$ cat src/btf_pkg.sv
// shared types, constants and crc helper for the battery telemetry framer
package btf_pkg;

  localparam int unsigned TimeW       = 32;
  localparam int unsigned MvW         = 16;
  localparam int unsigned DvW         = 10;
  localparam int unsigned ByteW       = 8;
  localparam int unsigned FrameLen    = 12;
  localparam int unsigned IdxW        = $clog2(FrameLen);
  localparam int unsigned QueueDepth  = 2;

  localparam logic [TimeW-1:0] IntervalReset = TimeW'(1000);

  localparam logic [ByteW-1:0] AddrByte = 8'hC8;
  localparam logic [ByteW-1:0] LenByte  = 8'd10;
  localparam logic [ByteW-1:0] TypeByte = 8'h08;
  localparam logic [ByteW-1:0] CrcPoly  = 8'hD5;

  localparam logic [IdxW-1:0] IdxAddr    = IdxW'(0);
  localparam logic [IdxW-1:0] IdxLen     = IdxW'(1);
  localparam logic [IdxW-1:0] IdxType    = IdxW'(2);
  localparam logic [IdxW-1:0] IdxVoltHi  = IdxW'(3);
  localparam logic [IdxW-1:0] IdxVoltLo  = IdxW'(4);
  localparam logic [IdxW-1:0] IdxCrc     = IdxW'(FrameLen - 1);

  // rounding offset and reciprocal of 100 for millivolt to decivolt scaling
  localparam int unsigned RoundOfs  = 50;
  localparam int unsigned RecipShift = 24;
  localparam int unsigned RecipW    = 18;
  localparam logic [RecipW-1:0] Recip100 = RecipW'(((1 << RecipShift) + 99) / 100);

  typedef logic [DvW-1:0] dv_t;

  typedef struct packed {
    logic full;
    logic empty;
  } q_status_t;

  function automatic logic [ByteW-1:0] crc8_step(input logic [ByteW-1:0] crc,
                                                 input logic [ByteW-1:0] data);
    logic [ByteW-1:0] c;
    c = crc ^ data;
    for (int b = 0; b < ByteW; b++) begin
      if (c[ByteW-1]) begin
        c = (c << 1) ^ CrcPoly;
      end else begin
        c = c << 1;
      end
    end
    return c;
  endfunction

endpackage

$ cat src/btf_front.sv
// tick intake: interval check, send-time register and decivolt scaling
module btf_front (
  input  logic                          clk,
  input  logic                          rst,
  input  logic                          cfg_we,
  input  logic [btf_pkg::TimeW-1:0]     cfg_wdata,
  input  logic                          in_valid,
  output logic                          in_ready,
  input  logic [btf_pkg::TimeW-1:0]     now_ms,
  input  logic                          reading_valid,
  input  logic [btf_pkg::MvW-1:0]       voltage_mv,
  input  btf_pkg::q_status_t            q_status,
  output logic                          push,
  output btf_pkg::dv_t                  push_dv
);

  localparam int unsigned SumW  = btf_pkg::MvW + 1;
  localparam int unsigned ProdW = SumW + btf_pkg::RecipW;

  logic [btf_pkg::TimeW-1:0] send_interval_ms;
  logic [btf_pkg::TimeW-1:0] last_sent_ms;
  logic [btf_pkg::TimeW-1:0] elapsed;
  logic [SumW-1:0]           mv_rounded;
  logic [ProdW-1:0]          prod;
  logic                      send;
  logic                      accept;

  assign in_ready   = !q_status.full;
  assign accept     = in_valid && in_ready;
  assign elapsed    = now_ms - last_sent_ms;
  assign send       = reading_valid && (elapsed >= send_interval_ms);
  assign push       = accept && send;

  // divide by 100 as multiply by reciprocal, exact over the input range
  assign mv_rounded = SumW'(voltage_mv) + SumW'(btf_pkg::RoundOfs);
  assign prod       = ProdW'(mv_rounded) * ProdW'(btf_pkg::Recip100);
  assign push_dv    = prod[btf_pkg::RecipShift +: btf_pkg::DvW];

  always_ff @(posedge clk) begin
    if (rst) begin
      send_interval_ms <= btf_pkg::IntervalReset;
      last_sent_ms     <= '0;
    end else begin
      if (cfg_we) begin
        send_interval_ms <= cfg_wdata;
      end
      if (push) begin
        last_sent_ms <= now_ms;
      end
    end
  end

endmodule

$ cat src/btf_queue.sv
// small fifo of pending frame voltages between intake and serialiser
module btf_queue #(
  parameter int unsigned DEPTH = btf_pkg::QueueDepth
) (
  input  logic               clk,
  input  logic               rst,
  input  logic               push,
  input  btf_pkg::dv_t       push_dv,
  input  logic               pop,
  output btf_pkg::dv_t       head_dv,
  output btf_pkg::q_status_t status
);

  localparam int unsigned PtrW = (DEPTH > 1) ? $clog2(DEPTH) : 1;
  localparam int unsigned CntW = $clog2(DEPTH + 1);

  btf_pkg::dv_t    entries [DEPTH];
  logic [PtrW-1:0] wr_ptr;
  logic [PtrW-1:0] rd_ptr;
  logic [CntW-1:0] count;

  assign status.full  = (count == CntW'(DEPTH));
  assign status.empty = (count == '0);
  assign head_dv      = entries[rd_ptr];

  function automatic logic [PtrW-1:0] ptr_inc(input logic [PtrW-1:0] p);
    return (p == PtrW'(DEPTH - 1)) ? '0 : p + 1'b1;
  endfunction

  always_ff @(posedge clk) begin
    if (push) begin
      entries[wr_ptr] <= push_dv;
    end
  end

  always_ff @(posedge clk) begin
    if (rst) begin
      wr_ptr <= '0;
      rd_ptr <= '0;
      count  <= '0;
    end else begin
      if (push) begin
        wr_ptr <= ptr_inc(wr_ptr);
      end
      if (pop) begin
        rd_ptr <= ptr_inc(rd_ptr);
      end
      if (push && !pop) begin
        count <= count + 1'b1;
      end else if (pop && !push) begin
        count <= count - 1'b1;
      end
    end
  end

endmodule

$ cat src/btf_back.sv
// frame serialiser: emits one byte per word with a running crc
module btf_back (
  input  logic                      clk,
  input  logic                      rst,
  input  btf_pkg::q_status_t        q_status,
  input  btf_pkg::dv_t              head_dv,
  output logic                      pop,
  output logic                      out_valid,
  input  logic                      out_ready,
  output logic [btf_pkg::ByteW-1:0] frame_byte,
  output logic                      last_byte
);

  logic                      busy;
  logic [btf_pkg::IdxW-1:0]  idx;
  btf_pkg::dv_t              dv;
  logic [btf_pkg::ByteW-1:0] crc;
  logic                      advance;
  logic                      at_last;

  assign out_valid = busy;
  assign at_last   = (idx == btf_pkg::IdxCrc);
  assign last_byte = at_last;
  assign advance   = busy && out_ready;
  assign pop       = !q_status.empty && (!busy || (advance && at_last));

  always_comb begin
    case (idx)
      btf_pkg::IdxAddr:   frame_byte = btf_pkg::AddrByte;
      btf_pkg::IdxLen:    frame_byte = btf_pkg::LenByte;
      btf_pkg::IdxType:   frame_byte = btf_pkg::TypeByte;
      btf_pkg::IdxVoltHi: frame_byte = btf_pkg::ByteW'(dv >> btf_pkg::ByteW);
      btf_pkg::IdxVoltLo: frame_byte = dv[btf_pkg::ByteW-1:0];
      btf_pkg::IdxCrc:    frame_byte = crc;
      default:            frame_byte = '0;
    endcase
  end

  always_ff @(posedge clk) begin
    if (rst) begin
      busy <= 1'b0;
    end else begin
      if (advance) begin
        idx <= idx + 1'b1;
        if (idx >= btf_pkg::IdxType) begin
          crc <= btf_pkg::crc8_step(crc, frame_byte);
        end
        if (at_last) begin
          busy <= 1'b0;
        end
      end
      if (pop) begin
        busy <= 1'b1;
        idx  <= '0;
        crc  <= '0;
        dv   <= head_dv;
      end
    end
  end

endmodule

$ cat src/battery_telemetry_framer.sv
// top level of the battery telemetry framer
//
// input channel (in_valid/in_ready) takes one time tick per word: now_ms,
// reading_valid and voltage_mv. a tick with a valid reading whose elapsed
// time since the last sent frame reaches send_interval_ms records now_ms as
// the new send time and queues one frame; any other tick is consumed silently.
// output channel (out_valid/out_ready) gives the 12 frame bytes in order,
// last_byte high on the crc byte.
// a frame is written into the queue, then loaded by the idle serialiser.
// throughput: one output byte per cycle while a frame is being sent and
// out_ready is high; ticks are taken one per cycle while the pending-frame
// queue (QUEUE_DEPTH frames) has room, which the serialiser drains one frame
// per 12 bytes.
// send_interval_ms is written through cfg_we/cfg_wdata, no read-back.
// reset clears the queue, the serialiser and the last send time and sets
// the interval to 1000 ms.
// a stalled receiver holds the current byte steady; intake keeps running
// until the queue fills, then in_ready drops.
module battery_telemetry_framer #(
  parameter int unsigned QUEUE_DEPTH = btf_pkg::QueueDepth
) (
  input  logic                      clk,
  input  logic                      rst,
  input  logic                      cfg_we,
  input  logic [btf_pkg::TimeW-1:0] cfg_wdata,
  input  logic                      in_valid,
  output logic                      in_ready,
  input  logic [btf_pkg::TimeW-1:0] now_ms,
  input  logic                      reading_valid,
  input  logic [btf_pkg::MvW-1:0]   voltage_mv,
  output logic                      out_valid,
  input  logic                      out_ready,
  output logic [btf_pkg::ByteW-1:0] frame_byte,
  output logic                      last_byte
);

  btf_pkg::q_status_t q_status;
  btf_pkg::dv_t       push_dv;
  btf_pkg::dv_t       head_dv;
  logic               push;
  logic               pop;

  btf_front u_front (
    .clk           (clk),
    .rst           (rst),
    .cfg_we        (cfg_we),
    .cfg_wdata     (cfg_wdata),
    .in_valid      (in_valid),
    .in_ready      (in_ready),
    .now_ms        (now_ms),
    .reading_valid (reading_valid),
    .voltage_mv    (voltage_mv),
    .q_status      (q_status),
    .push          (push),
    .push_dv       (push_dv)
  );

  btf_queue #(
    .DEPTH (QUEUE_DEPTH)
  ) u_queue (
    .clk     (clk),
    .rst     (rst),
    .push    (push),
    .push_dv (push_dv),
    .pop     (pop),
    .head_dv (head_dv),
    .status  (q_status)
  );

  btf_back u_back (
    .clk        (clk),
    .rst        (rst),
    .q_status   (q_status),
    .head_dv    (head_dv),
    .pop        (pop),
    .out_valid  (out_valid),
    .out_ready  (out_ready),
    .frame_byte (frame_byte),
    .last_byte  (last_byte)
  );

endmodule

$ cat config.mk
export PLATFORM = sky130hd
export DESIGN_NAME = battery_telemetry_framer
export DESIGN_NICKNAME = d
export VERILOG_FILES = /design/src/btf_pkg.sv /design/src/btf_front.sv /design/src/btf_queue.sv /design/src/btf_back.sv /design/src/battery_telemetry_framer.sv
export SDC_FILE = /design/constraint.sdc
export NUM_CORES = 1
export LEC_CHECK = 0
export BUFFER_PORTS_ARGS = -buffer_cell sky130_fd_sc_hd__buf_2
export CELL_PAD_IN_SITES_DETAIL_PLACEMENT = 1
export CELL_PAD_IN_SITES_GLOBAL_PLACEMENT = 2
export CORE_MARGIN = 2
export CORE_UTILIZATION = 44
export CTS_BUF_LIST = sky130_fd_sc_hd__clkbuf_4 sky130_fd_sc_hd__clkbuf_8
export DETAILED_ROUTE_END_ITERATION = 10
export GPL_TIMING_DRIVEN = 0
export MAX_ROUTING_LAYER = met4
export PLACE_DENSITY_LB_ADDON = 0.1
export SYNTH_ARGS = -nofsm -noshare
export SYNTH_HDL_FRONTEND = slang
export SYNTH_HIERARCHICAL = 1
export SYNTH_SLANG_ARGS = --single-unit
$ cat constraint.sdc
create_clock -name clk -period 20.1 [get_ports clk]
set_input_delay 2.01 -clock clk [delete_from_list [all_inputs] [get_ports clk]]
set_output_delay 2.01 -clock clk [all_outputs]
set_load 0.01 [all_outputs]
==> flow_metrics.env <==
export IMPL_dr_pass1_iters=4
export IMPL_r2r_end="u_queue/entries[0][1]"
export IMPL_synth_cell_types=75
export IMPL_nFillCells=3370
export IMPL_fin_area_um2=13900
export IMPL_dp_hpwl_mm=26.0
export IMPL_post_route_period_util_pct=44.1
export IMPL_finalSetupViolCount=0
export IMPL_synth_edf_count=42
export IMPL_grt_overflow=0
export IMPL_pwr_density_cell_nw_per_um2=173
export IMPL_postSynthCellCount=1359
export IMPL_cts_hold_buffers=0
export IMPL_postRouteAntennaNets=0
export IMPL_core_region_area_um2=28600
export IMPL_fp_row_count=62
export IMPL_syn_area_um2=12700
export IMPL_io_pins=97
export IMPL_slowest_delay_ns=1.10
export IMPL_final_util_pct=48.7
export IMPL_cp_num_buf_inv=4
export IMPL_cp_arrival_ns=9.00
export IMPL_netlist_area_leader_share_pct=20.1
export IMPL_crit_top_cell="fa_1"
export IMPL_routed_wl_mm=30.4
export IMPL_clkTransAtPathRegs_ns=0.11
export IMPL_reg2reg_slack_ns=14.76
export IMPL_clock_latency_ns=0.40
export IMPL_total_leakage_power_uw=0.00665
export IMPL_hold_path_startpoint="u_front/send_interval_ms[9]"
export IMPL_finalCriticalPeriod_ns=8.86
export IMPL_root_buffer="clkbuf_8"
export IMPL_ys_async_sr_fraction_pct=0
export IMPL_initial_core_util_pct=44.5
export IMPL_grt_max_degree=22
export IMPL_tns_ns=0
export IMPL_cts_max_path_buffers=2
export IMPL_status="completed"
export IMPL_die_x_um=174
export IMPL_maxCapViolCount=0
export IMPL_cts_htree_levels=3
export IMPL_worstHoldPathCells=2
export IMPL_cp_max_fo=8
export IMPL_port_buffers=95
export IMPL_synth_nets=1758
export IMPL_worstHoldPathType="flop to flop"
export IMPL_globalplace_congestion=0.857
export IMPL_drv_slew=0
export IMPL_cts_setup_buffers=0
export IMPL_drt_iter0_drc=304
export IMPL_synthTopCellsByArea="ha_1, fa_1, dfxtp_1"
export IMPL_slew_headroom_pct=4.91
export IMPL_rr_startpoint="u_front/last_sent_ms[0]"
export IMPL_drive_above_1_share_pct=12.2
export IMPL_worstSetupPathType="input port to flop"
export IMPL_critPathCaptureType="flop"
export IMPL_drc=0
export IMPL_tightest_slew_ns=1.42
export IMPL_rsz0062_at_grt="no"
export IMPL_clkSinkCount=112
export IMPL_startpoint_type="input port"
export IMPL_cts_tree="done"
export IMPL_synthFlopType="dfxtp_1"
export IMPL_ctsResizeCount=0
export IMPL_cp_top_family="adder cells"
export IMPL_die_h_um=174
export IMPL_yosys_warnings=6
export IMPL_placed_area_um2=13700
export IMPL_whs_endpoint="u_front/send_interval_ms[9]"
export IMPL_die_area_um2=30300
export IMPL_numCtsBuffers=9
export IMPL_skew_ns=0.0113
export IMPL_avgSynthCellArea_um2=9.37
export IMPL_cp_required_ns=20.25
export IMPL_grt_usage_pct=21.3
export IMPL_finalHoldViolations=0
export IMPL_max_freq_ghz=0.113
export IMPL_yosysTopAreaCell="ha_1"
export IMPL_wl_per_cell_um=16.4
export IMPL_ys_ff_latch=112
export IMPL_crit_chain="buf_2 > ha_1 > a21oi_1 > nand2b_1 > nand4_1 > xnor2_1 > fa_1 > inv_1 > fa_1 > fa_1 > fa_1 > fa_1 > inv_1 > fa_1 > inv_1 > ha_1 > a21oi_1 > o21ai_0 > a2111oi_0 > a21boi_0 > a21oi_1 > xnor2_1"
export IMPL_area_growth_pct=9.41
export IMPL_cpMaxStageDelayCell="xnor2_1"
export IMPL_reg2regPathDepth=20
export IMPL_via_per_inst=5.04
export IMPL_irDropWorstVdd_v=0.000105
export IMPL_grt_antenna_before_repair=2
export IMPL_yosysSeqAreaShare_pct=20.9
export IMPL_grt_pass1_vias=10000
export IMPL_grt_pass1_wl_mm=50.2
export IMPL_final_nets=1864
export IMPL_dr_total_vias=9346
[synthesized netlist by cell type, types with 7 or more instances]
master	n
o211ai_1	8
a21o_1	17
edfxtp_1	42
mux2i_1	63
nand2b_1	7
o21ai_0	32
a21oi_1	76
nand3_1	23
nor2_1	110
dfxtp_1	70
mux2_2	10
clkbuf_1	16
buf_2	12
fa_1	108
xnor2_1	49
xor2_1	29
ha_1	205
inv_1	276
nor2b_1	13
o21a_1	9
nand4_1	16
nand2_1	49
nor3_1	9
[worst register-to-register path, cell delays in order, from the launching register on]
cell and delay [ns]:
dfxtp_1 0.35, ha_1 0.19, inv_1 0.06, fa_1 0.42
a211oi_1 0.26, o21bai_1 0.16, a32o_1 0.28, nor2_1 0.13
o21ai_2 0.11, a21o_1 0.19, a21oi_1 0.17, xnor2_1 0.09
ha_1 0.29, nand4_1 0.09, nor2_1 0.10, nand2_1 0.09
a211oi_1 0.22, a21oi_1 0.14, o21ai_2 0.48, buf_4 0.35
nor2b_1 0.79
[layout make-up]
cell class	instances	area [um^2]	area share (%)
multi-input cells	934	8840	63.4
flip-flops and latches	112	2660	19.1
clock buffers	9	124	0.889
diodes	2	5.00	0.0359
plain buffers	36	190	1.36
well taps	384	480	3.45
inverters	277	1040	7.48
repair buffers	95	475	3.41
clock inverters	7	114	0.817
[metal layers]
layer | GRT usage [%] | share of wire [%]
met2 | 37.2 | 49
met4 | 4.48 | 1.0
met1 | 27.0 | 47
met3 | 2.12 | 2.4
met5 | - | 0
[state kept, by name, summed over array words and instances (netlist names), named ones only]
signal,cells
u_queue/entries,20
u_front/send_interval_ms,32
u_front/last_sent_ms,32
u_back/dv,10
u_queue/count,2
u_queue/wr_ptr,1
u_queue/rd_ptr,1
u_back/idx,4
u_back/out_valid,1
u_back/crc,8
[layout by cell type, fill, tap and decap left out, types with 4 or more instances in the layout]
cell / count
inv_1: 276
ha_1: 205
nor2_1: 110
fa_1: 108
buf_2: 107
a21oi_1: 76
dfxtp_1: 70
mux2i_1: 63
nand2_1: 49
xnor2_1: 49
edfxtp_1: 42
o21ai_0: 32
xor2_1: 29
nand3_1: 23
a21o_1: 17
clkbuf_1: 16
nand4_1: 16
nor2b_1: 13
mux2_2: 10
clkbuf_8: 9
nor3_1: 9
o21a_1: 9
o211ai_1: 8
nand2b_1: 7
o21ai_1: 6
a211oi_1: 5
and4_1: 5
a21oi_2: 5
o21bai_1: 5
buf_6: 4
and2_1: 4
o22ai_1: 4
and3_1: 4
a21boi_0: 4
or2_2: 4
[per-stage QoR]
stage	setup WS, ns	hold slack (ns)	instances	total power [uW]
final	11.24	0.504	1856	2420
after global routing	10.79	0.531	1856	2730
after CTS	11.18	0.511	1854	2460
after detailed placement	10.73	0.484	1838	2280
after global placement	10.79	0.473	1838	2220
after floorplan	12.01	0.460	1359	1810
[power breakdown]
group / internal, uW / switching, uW / leakage, uW
sequential: 337 / 28.4 / 0.000961
clock: 73.6 / 89.6 / 0.000120
combinational: 812 / 1080 / 0.00557
total: 1220 / 1190 / 0.00665
[cells by family (layout without fill, tap and decap cells)]
family	Yosys count	in the layout	share of synthesized area [%]
AO/OA/AOI/OAI	204	204	10.6
XOR/XNOR	83	83	6.05
adder cells (fa/ha/maj)	313	313	37.1
buffers and inverters	313	424	9.68
flip-flops	112	112	20.9
multiplexers	73	73	5.83
other	0	2	0
AND/OR/NAND/NOR	261	261	9.87
[how the worst max path moves through the flow]
stage                              from                    end  cells after the start
after CTS                 voltage_mv[1]  u_queue/entries[1][9]                     24
after global placement    voltage_mv[1]  u_queue/entries[0][9]                     24
after detailed placement  voltage_mv[1]  u_queue/entries[1][9]                     24
after global routing      voltage_mv[1]  u_queue/entries[1][7]                     24
final                     voltage_mv[1]  u_queue/entries[1][4]                     22
after floorplan           voltage_mv[1]  u_queue/entries[0][9]                     24
No activity file was read; power rests on OpenSTA's default activity.
